===== src/sv/blc_pkg.sv =====
`timescale 1ns / 1ps
// Shared types and constants for the byte-budget LRU cache.
// No dependencies; imported by the cell, the controller and the top level.
package blc_pkg;

	localparam int KEY_W    = 53;
	localparam int SIZE_W   = 32;
	localparam int HANDLE_W = 32;
	localparam int EVCNT_W  = 5;
	localparam int IN_TDATA_W  = 120;
	localparam int OUT_TDATA_W = 72;

	localparam logic FUNC_LOOKUP = 1'b0;
	localparam logic FUNC_STORE  = 1'b1;

	localparam logic [2:0] ADDR_BUDGET = 3'd0;

	typedef enum logic [1:0] {
		SS_LOOKUP    = 2'd0,
		SS_STORED    = 2'd1,
		SS_REJECTED  = 2'd2,
		SS_DUPLICATE = 2'd3
	} store_status_t;

	// Command broadcast to every cell. Wave commands act as the token passes.
	typedef enum logic [2:0] {
		OP_IDLE,
		OP_MATCH,
		OP_EVICT,
		OP_INSERT,
		OP_AGE,
		OP_PROMOTE
	} cell_op_t;

	typedef struct packed {
		cell_op_t              op;
		logic [KEY_W-1:0]      key;
		logic [SIZE_W-1:0]     size;
		logic [HANDLE_W-1:0]   handle;
	} cell_cmd_t;

	// Wavefront carried from cell to cell, one cell per cycle.
	typedef struct packed {
		logic                  live;
		logic                  hit;
		logic [HANDLE_W-1:0]   handle;
		logic [SIZE_W-1:0]     size;
	} wave_t;

	typedef enum logic [3:0] {
		S_IDLE,
		S_CHECK,
		S_MATCH_WAIT,
		S_PROMOTE,
		S_EVICT_CHECK,
		S_EVICT_WAIT,
		S_AGE,
		S_INSERT_GO,
		S_INSERT_WAIT,
		S_RESULT
	} ctrl_state_t;

endpackage


===== src/sv/blc_cell.sv =====
`timescale 1ns / 1ps
// One cache slot of the cell chain: key, size, handle, valid and age rank.
// Depends on blc_pkg for the command and wave types.
module blc_cell import blc_pkg::*; #(
	parameter int RANK_W = 4
) (
	input  logic              clk,
	input  logic              arst_n,
	input  cell_cmd_t         cmd,
	input  logic [RANK_W-1:0] cmd_rank,
	input  wave_t             wave_in,
	input  logic [RANK_W-1:0] rank_in,
	output wave_t             wave_out,
	output logic [RANK_W-1:0] rank_out
);

	logic                valid_q;
	logic [RANK_W-1:0]   rank_q;
	logic [KEY_W-1:0]    key_q;
	logic [SIZE_W-1:0]   size_q;
	logic [HANDLE_W-1:0] handle_q;
	wave_t               wave_q;
	logic [RANK_W-1:0]   wrank_q;

	logic match_m, evict_m, claim_m;
	wave_t             wave_d;
	logic [RANK_W-1:0] wrank_d;

	assign match_m = valid_q && (key_q == cmd.key);
	assign evict_m = valid_q && (rank_q == cmd_rank);
	assign claim_m = !valid_q && !wave_in.hit;

	always_comb begin
		wave_d  = '0;
		wrank_d = '0;
		if (wave_in.live) begin
			wave_d  = wave_in;
			wrank_d = rank_in;
			unique case (cmd.op)
				OP_MATCH: begin
					if (match_m) begin
						wave_d.hit    = 1'b1;
						wave_d.handle = wave_in.handle | handle_q;
						wrank_d       = rank_in | rank_q;
					end
				end
				OP_EVICT: begin
					if (evict_m) begin
						wave_d.hit  = 1'b1;
						wave_d.size = wave_in.size | size_q;
					end
				end
				OP_INSERT: begin
					if (claim_m) begin
						wave_d.hit = 1'b1;
					end
				end
				default: begin
				end
			endcase
		end
	end

	always_ff @(posedge clk or negedge arst_n) begin
		if (!arst_n) begin
			valid_q <= 1'b0;
			rank_q  <= '0;
			wave_q  <= '0;
			wrank_q <= '0;
		end else begin
			wave_q  <= wave_d;
			wrank_q <= wrank_d;
			unique case (cmd.op)
				OP_AGE: begin
					if (valid_q) begin
						rank_q <= rank_q + RANK_W'(1);
					end
				end
				OP_PROMOTE: begin
					if (valid_q && rank_q < cmd_rank) begin
						rank_q <= rank_q + RANK_W'(1);
					end else if (valid_q && rank_q == cmd_rank) begin
						rank_q <= '0;
					end
				end
				OP_EVICT: begin
					if (wave_in.live && evict_m) begin
						valid_q <= 1'b0;
					end
				end
				OP_INSERT: begin
					if (wave_in.live && claim_m) begin
						valid_q <= 1'b1;
						rank_q  <= '0;
					end
				end
				default: begin
				end
			endcase
		end
	end

	always_ff @(posedge clk) begin
		if (cmd.op == OP_INSERT && wave_in.live && claim_m) begin
			key_q    <= cmd.key;
			size_q   <= cmd.size;
			handle_q <= cmd.handle;
		end
	end

	assign wave_out = wave_q;
	assign rank_out = wrank_q;

endmodule


===== src/sv/blc_ctrl.sv =====
`timescale 1ns / 1ps
// Sequencer of the cache: item handshake, wave launch, eviction loop, result register.
// Depends on blc_pkg; drives the command bus of the blc_cell chain.
module blc_ctrl import blc_pkg::*; #(
	parameter int ENTRIES = 16,
	parameter int RANK_W  = 4,
	parameter int CNT_W   = 5
) (
	input  logic                   clk,
	input  logic                   arst_n,
	input  logic                   s_tvalid,
	output logic                   s_tready,
	input  logic [IN_TDATA_W-1:0]  s_tdata,
	input  logic                   s_func,
	output logic                   m_tvalid,
	input  logic                   m_tready,
	output logic [OUT_TDATA_W-1:0] m_tdata,
	input  logic [SIZE_W-1:0]      budget,
	output cell_cmd_t              cmd,
	output logic [RANK_W-1:0]      cmd_rank,
	output logic                   wave_start,
	input  wave_t                  wave_last,
	input  logic [RANK_W-1:0]      rank_last
);

	ctrl_state_t state_q, state_d;
	cell_op_t    op;

	logic                   func_q;
	logic [KEY_W-1:0]       key_q;
	logic [SIZE_W-1:0]      size_q;
	logic                   usable_q;
	logic [HANDLE_W-1:0]    handle_q;
	logic [SIZE_W:0]        held_q;
	logic [SIZE_W-1:0]      total_q;
	logic [CNT_W-1:0]       vcount_q;
	logic [EVCNT_W-1:0]     evicted_q;
	logic                   hit_q;
	logic [HANDLE_W-1:0]    fhandle_q;
	store_status_t          status_q;
	logic [RANK_W-1:0]      prank_q;
	logic                   m_tvalid_q;
	logic [OUT_TDATA_W-1:0] m_tdata_q;

	logic full, need, reject, load_out;

	assign full     = (vcount_q == CNT_W'(ENTRIES));
	assign need     = (held_q > {1'b0, budget}) || full;
	assign reject   = (func_q == FUNC_STORE) && (!usable_q || size_q > budget);
	assign load_out = (state_q == S_RESULT) && (!m_tvalid_q || m_tready);

	always_comb begin
		state_d    = state_q;
		op         = OP_IDLE;
		wave_start = 1'b0;
		unique case (state_q)
			S_IDLE: begin
				if (s_tvalid) state_d = S_CHECK;
			end
			S_CHECK: begin
				if (reject) begin
					state_d = S_RESULT;
				end else begin
					op         = OP_MATCH;
					wave_start = 1'b1;
					state_d    = S_MATCH_WAIT;
				end
			end
			S_MATCH_WAIT: begin
				op = OP_MATCH;
				if (wave_last.live) begin
					if (func_q == FUNC_LOOKUP) begin
						state_d = wave_last.hit ? S_PROMOTE : S_RESULT;
					end else begin
						state_d = wave_last.hit ? S_RESULT : S_EVICT_CHECK;
					end
				end
			end
			S_PROMOTE: begin
				op      = OP_PROMOTE;
				state_d = S_RESULT;
			end
			S_EVICT_CHECK: begin
				if (need && vcount_q != '0) begin
					op         = OP_EVICT;
					wave_start = 1'b1;
					state_d    = S_EVICT_WAIT;
				end else if (!full) begin
					state_d = S_AGE;
				end else begin
					state_d = S_RESULT;
				end
			end
			S_EVICT_WAIT: begin
				op = OP_EVICT;
				if (wave_last.live) state_d = S_EVICT_CHECK;
			end
			S_AGE: begin
				op      = OP_AGE;
				state_d = S_INSERT_GO;
			end
			S_INSERT_GO: begin
				op         = OP_INSERT;
				wave_start = 1'b1;
				state_d    = S_INSERT_WAIT;
			end
			S_INSERT_WAIT: begin
				op = OP_INSERT;
				if (wave_last.live) state_d = S_RESULT;
			end
			S_RESULT: begin
				if (load_out) state_d = S_IDLE;
			end
			default: state_d = S_IDLE;
		endcase
	end

	always_ff @(posedge clk or negedge arst_n) begin
		if (!arst_n) begin
			state_q    <= S_IDLE;
			vcount_q   <= '0;
			total_q    <= '0;
			m_tvalid_q <= 1'b0;
		end else begin
			state_q <= state_d;
			if (state_q == S_EVICT_WAIT && wave_last.live) begin
				vcount_q <= vcount_q - CNT_W'(1);
			end
			if (state_q == S_INSERT_WAIT && wave_last.live && wave_last.hit) begin
				vcount_q <= vcount_q + CNT_W'(1);
			end
			if (state_q == S_EVICT_CHECK && !(need && vcount_q != '0)) begin
				total_q <= held_q[SIZE_W-1:0];
			end
			if (load_out) begin
				m_tvalid_q <= 1'b1;
			end else if (m_tready) begin
				m_tvalid_q <= 1'b0;
			end
		end
	end

	always_ff @(posedge clk) begin
		if (state_q == S_IDLE && s_tvalid) begin
			func_q   <= s_func;
			key_q    <= s_tdata[52:0];
			size_q   <= s_tdata[84:53];
			usable_q <= s_tdata[85];
			handle_q <= s_tdata[117:86];
		end
		if (state_q == S_CHECK) begin
			hit_q     <= 1'b0;
			fhandle_q <= '0;
			evicted_q <= '0;
			status_q  <= (func_q == FUNC_LOOKUP) ? SS_LOOKUP : SS_REJECTED;
			held_q    <= {1'b0, total_q} + {1'b0, size_q};
		end
		if (state_q == S_MATCH_WAIT && wave_last.live) begin
			if (func_q == FUNC_LOOKUP) begin
				hit_q     <= wave_last.hit;
				fhandle_q <= wave_last.handle;
				prank_q   <= rank_last;
			end else if (wave_last.hit) begin
				status_q <= SS_DUPLICATE;
			end
		end
		if (state_q == S_EVICT_CHECK && !(need && vcount_q != '0)) begin
			status_q <= SS_STORED;
		end
		if (state_q == S_EVICT_WAIT && wave_last.live) begin
			held_q    <= held_q - {1'b0, wave_last.size};
			evicted_q <= evicted_q + EVCNT_W'(1);
		end
		if (load_out) begin
			m_tdata_q <= {total_q, evicted_q, status_q, fhandle_q, hit_q};
		end
	end

	assign cmd.op     = op;
	assign cmd.key    = key_q;
	assign cmd.size   = size_q;
	assign cmd.handle = handle_q;
	assign cmd_rank   = (state_q == S_PROMOTE) ? prank_q : RANK_W'(vcount_q - CNT_W'(1));

	assign s_tready = (state_q == S_IDLE);
	assign m_tvalid = m_tvalid_q;
	assign m_tdata  = m_tdata_q;

	a_count_bound: assert property (@(posedge clk) disable iff (!arst_n)
		vcount_q <= CNT_W'(ENTRIES))
		else $error("slot count above table size");

	a_stored_fits: assert property (@(posedge clk) disable iff (!arst_n)
		(state_q == S_RESULT && status_q == SS_STORED) |-> (total_q <= budget))
		else $error("stored item leaves held bytes above budget");

	a_hit_lookup: assert property (@(posedge clk) disable iff (!arst_n)
		(state_q == S_RESULT && hit_q) |-> (status_q == SS_LOOKUP))
		else $error("hit reported for a store");

	a_wave_expected: assert property (@(posedge clk) disable iff (!arst_n)
		wave_last.live |-> (state_q == S_MATCH_WAIT || state_q == S_EVICT_WAIT ||
			state_q == S_INSERT_WAIT))
		else $error("wave reached chain end outside a wait state");

endmodule


===== src/sv/byte_budget_lru_cache_top.sv =====
`timescale 1ns / 1ps
// Byte-budget LRU cache: ENTRIES slot cells in a chain, one sequencer, one item at a time.
// A search, eviction or insert launches a token at the head of the chain and walks it down every cell.
// A rejected store goes straight to the result; a lookup miss or a held key returns after its search,
// a hit adds a promote step, and a new store adds one token per eviction, an age step and an insert.
// The next item is taken once the result is loaded into the result register, which must be free.
// Reset empties the table, clears the held-byte total and sets the budget to zero.
module byte_budget_lru_cache_top import blc_pkg::*; #(
	parameter int ENTRIES = 16
) (
	input  logic                   clk,
	input  logic                   arst_n,
	// APB configuration port
	input  logic                   psel,
	input  logic                   penable,
	input  logic                   pwrite,
	input  logic [2:0]             paddr,
	input  logic [31:0]            pwdata,
	output logic [31:0]            prdata,
	output logic                   pready,
	// item input
	input  logic                   s_tvalid,
	output logic                   s_tready,
	// tile_key[52:0], entry_size[84:53], entry_usable[85], entry_handle[117:86], zero pad
	input  logic [IN_TDATA_W-1:0]  s_tdata,
	// func[0]: 0 lookup, 1 store
	input  logic [0:0]             s_tuser,
	// item output
	output logic                   m_tvalid,
	input  logic                   m_tready,
	// hit[0], found_handle[32:1], store_status[34:33], evicted_count[39:35],
	// held_bytes[71:40]
	output logic [OUT_TDATA_W-1:0] m_tdata
);

	localparam int RANK_W = (ENTRIES > 1) ? $clog2(ENTRIES) : 1;
	localparam int CNT_W  = $clog2(ENTRIES + 1);

	logic [SIZE_W-1:0] budget_q;
	logic              cfg_wr;

	cell_cmd_t         cmd;
	logic [RANK_W-1:0] cmd_rank;
	logic              wave_start;
	wave_t             wave_bus [ENTRIES+1];
	logic [RANK_W-1:0] rank_bus [ENTRIES+1];

	// Budget register; a write takes effect at the access phase.
	assign cfg_wr = psel && penable && pwrite && pready;
	assign pready = 1'b1;
	assign prdata = (paddr == ADDR_BUDGET) ? budget_q : '0;

	always_ff @(posedge clk or negedge arst_n) begin
		if (!arst_n) begin
			budget_q <= '0;
		end else if (cfg_wr && paddr == ADDR_BUDGET) begin
			budget_q <= pwdata;
		end
	end

	// Sequencer: accepts one item, launches tokens, holds the result until taken.
	blc_ctrl #(
		.ENTRIES (ENTRIES),
		.RANK_W  (RANK_W),
		.CNT_W   (CNT_W)
	) u_ctrl (
		.clk        (clk),
		.arst_n     (arst_n),
		.s_tvalid   (s_tvalid),
		.s_tready   (s_tready),
		.s_tdata    (s_tdata),
		.s_func     (s_tuser[0]),
		.m_tvalid   (m_tvalid),
		.m_tready   (m_tready),
		.m_tdata    (m_tdata),
		.budget     (budget_q),
		.cmd        (cmd),
		.cmd_rank   (cmd_rank),
		.wave_start (wave_start),
		.wave_last  (wave_bus[ENTRIES]),
		.rank_last  (rank_bus[ENTRIES])
	);

	// Head of the chain: a fresh token with nothing found yet.
	always_comb begin
		wave_bus[0]      = '0;
		wave_bus[0].live = wave_start;
		rank_bus[0]      = '0;
	end

	// Slot cells; each passes the token to its neighbor on the next cycle.
	for (genvar i = 0; i < ENTRIES; i++) begin : g_cell
		blc_cell #(
			.RANK_W (RANK_W)
		) u_cell (
			.clk      (clk),
			.arst_n   (arst_n),
			.cmd      (cmd),
			.cmd_rank (cmd_rank),
			.wave_in  (wave_bus[i]),
			.rank_in  (rank_bus[i]),
			.wave_out (wave_bus[i+1]),
			.rank_out (rank_bus[i+1])
		);
	end

endmodule


===== config.mk =====
export PLATFORM = sky130hd
export DESIGN_NAME = byte_budget_lru_cache_top
export DESIGN_NICKNAME = d
export VERILOG_FILES = /design/src/sv/blc_pkg.sv /design/src/sv/blc_cell.sv /design/src/sv/blc_ctrl.sv /design/src/sv/byte_budget_lru_cache_top.sv
export SDC_FILE = /design/constraint.sdc
export NUM_CORES = 2
export LEC_CHECK = 0
export ABC_AREA = 1
export CAP_MARGIN = 5
export CORE_MARGIN = 4
export CORE_UTILIZATION = 50
export CTS_CLUSTER_DIAMETER = 60
export CTS_CLUSTER_SIZE = 25
export DETAILED_ROUTE_END_ITERATION = 12
export DONT_BUFFER_PORTS = 1
export HOLD_SLACK_MARGIN = 0.03
export PLACE_DENSITY = 0.7
export SYNTH_ARGS = -nofsm -noshare
export SYNTH_HDL_FRONTEND = slang
export SYNTH_SLANG_ARGS = --single-unit

===== constraint.sdc =====
create_clock -name clk -period 10.3 [get_ports clk]
set_input_delay 1.03 -clock clk [delete_from_list [all_inputs] [get_ports clk]]
set_output_delay 1.03 -clock clk [all_outputs]
set_load 0.01 [all_outputs]

==> qor.yml <==
portBuffers: 0
drtPass1Iterations: 7
place_ws_ps: 4867
multiInputGateArea_um2: 34480
wl_um: 408200
synthTopCellsByArea: "edfxtp_1 (46%), dfrtp_1 (23%), nand2_1 (4.9%)"
num-nets-final: 12208
crit_arrival_ps: 6050
synth_cell_type_count: 68
ys_top_cells_by_count: "edfxtp_1 (2105), nand2_1 (1783), nor2_1 (1465)"
period_needed_ps: 5233
htree_levels: 4
syn_avg_cell_area_um2: 11.60
p_leak_nw: 57.31
placed_cell_area_um2: 141600
post-route-util_pct: 54.74
syn_area_um2: 137200
stdcell_area_um2: 149600
drt_iter0_drc: 12012
worstHoldPathType: "input port to async pin"
cts_buffer_depth: 4
die_x_um: 531.8
numCtsBuffers: 220
areaGrowthSynthToFinish_pct: 9.080
grt-ovfl-total: 0
ios: 270
syn_nets: 12205
setup_slack_ps: 5067
fmax_ghz: 0.1911
vias: 92079
path_clk_slew_ps: 80
post-route-period-util_pct: 50.81
die-height_um: 531.8
nFillCells: 22385
ys_seq_area_share_pct: 69.82
seq_area_um2: 95790
row_count: 192
fin_skew_ps: 71.36
coreArea_um2: 273400
r2r_slack_ps: 5070
cts.sinks: 3414
critPathRequiredTime_ps: 11120
yosys_register_bits: 3414
cts.repair.resized: 0
async_reset_ff_share_pct: 37.32
setup_viol: 0
synth-edff-count: 2105
start_kind: "flop"
status: "finished, final reports clean"
slew_viol_final: 0
antenna_left: 0
ys_warn_count: 0
clockRootBuffer: "clkbuf_16"
layout-drive-gt1-share_pct: 7.222
gp_congestion: 0.9944
rsz0062_at_grt: "no"
cts_tree: "yes"
grt_first_pass_wirelength_um: 594000
synth_top_area_share_pct: 46.08
grt_max_degree: 273
max_slew_margin_pct: 9.929
grt_util_all_layers_pct: 28.30
path_class: "flop to flop"
grt_pass1_vias: 89984
p_per_area_nw_per_um2: 236.5
syn_inst: 11825
dieArea_um2: 282800
dp_hpwl_um: 247400
cp-end-kind: "flop"
cap_viol_max_count: 0
cp_max_fo: 61
ys.flop_type: "edfxtp_1"
yosysMostFrequentCell: "edfxtp_1"
worstMarginPinSlew_ps: 1351
drc: 0
vias_per_cell: 5.894
synth_area_leader_cell: "edfxtp_1"
antenna_found_initial: 30
insertion_delay_ps: 950
peakVddDrop_uv: 320.9
initial_core_util_pct: 50.18
wl_per_cell_um: 26.13
fin_tns_setup_ps: 0
hold_viol: 0
[power breakdown]
group	internal [mW]	leakage, nW	switching [mW]
combinational	2.05	16.6	6.49
clock	4.64	3.85	5.27
sequential	16.0	36.9	0.917
[what timing repair did]
item | 4_1_cts | 5_1_grt
setup buffers | 0 | 0
endpoints found under the hold margin | 71 | 0
hold buffers | 2 | 0
[critical path, stage by stage, from the launching register on]
cell      delay (ps)
edfxtp_1         750
ha_1             460
nand2_1           70
nor2_1           170
nand2_1          140
nor4_2           370
nand4_1          170
nand2_1          170
nand2_1          190
nand2_1          130
nand2_2           90
nand2_4          330
nand2_8          560
nor2_4          1070
nand2_1          140
a21oi_1          200
[per-stage QoR]
step | total power [mW] | hold slack, ps | instances
floorplan | 21.88 | 351.9 | 11825
global placement | 25.23 | 401.2 | 15192
detailed placement | 25.51 | 405.0 | 15192
CTS | 35.31 | 95.11 | 15607
global route | 36.76 | 126.3 | 15609
finish | 35.40 | 141.7 | 15622
[routing by layer]
metal / GRT usage [%] / vias to the layer above / wire, um
met2: 44.51 / 4939 / 185500
met3: 4.993 / 1033 / 40500
met4: 13.84 / 0 / 23480
li1: - / 40189 / -
met5: 0 / - / 0
met1: 38.36 / 45918 / 158700
[cell families after synthesis]
logic type	share of synthesized area (%)
flip-flops	69.82
multiplexers	0.02919
buffers and inverters	5.232
adder cells (fa/ha/maj)	1.990
AO/OA/AOI/OAI	7.159
XOR/XNOR	1.985
other	0.002733
AND/OR/NAND/NOR	13.78
[worst paths after layout]
path,startpoint,to,cells past startpoint
worst max register to register,u_ctrl.size_q[31],g_cell[14].u_cell.wave_out[45],15
min in group clk,s_tuser,u_ctrl.func_q,0
worst min-delay path,arst_n,g_cell[14].u_cell.wave_out[5],1
max in group asynchronous,arst_n,g_cell[4].u_cell.wave_out[40],5
worst max-delay path,u_ctrl.size_q[31],g_cell[14].u_cell.wave_out[45],15
worst min register to register,g_cell[15].u_cell.rank_out[1],u_ctrl.prank_q[1],0
[area by class of cell]
type | instances | share of cell area, %
Antenna cell | 14 | 0.02341
Inverter | 1334 | 3.366
Timing Repair Buffer | 216 | 1.234
Sequential cell | 3414 | 64.01
Multi-Input combinational cell | 6642 | 23.04
Clock inverter | 150 | 1.415
Tap cell | 3589 | 3.001
Clock buffer | 263 | 3.911
[state kept, by name, indices dropped and copies added, names as in the netlist, 33 cells and up]
name and cells:
u_ctrl.key_q 53, u_ctrl.m_tdata 72, g_cell.u_cell.wave_out 1056, g_cell.u_cell.handle_q 512, g_cell.u_cell.size_q 512, g_cell.u_cell.key_q 848, g_cell.u_cell.rank_out 64, u_ctrl.held_q 33
g_cell.u_cell.rank_q 64
[placed cells by master, fill, tap and decap left out, drive strengths merged, types with 4 or more instances in the layout]
master / instances
a2111oi: 11
a211oi: 22
a21o: 14
a21oi: 877
a221oi: 12
a22o: 4
a31oi: 299
and2: 4
buf: 215
bufinv: 9
clkbuf: 263
clkinv: 67
clkinvlp: 9
dfrtp: 1274
dfxtp: 35
diode: 14
edfxtp: 2105
ha: 215
inv: 1399
mux2i: 4
nand2: 1787
nand3: 323
nand3b: 35
nand4: 205
nor2: 1482
nor3: 147
nor3b: 39
nor4: 148
nor4b: 20
o2111ai: 50
o211ai: 20
o21a: 37
o21ai: 330
o21bai: 10
o22ai: 50
or2: 162
or3: 5
xnor2: 147
xor2: 164
No activity file was read; power rests on OpenSTA's default activity.
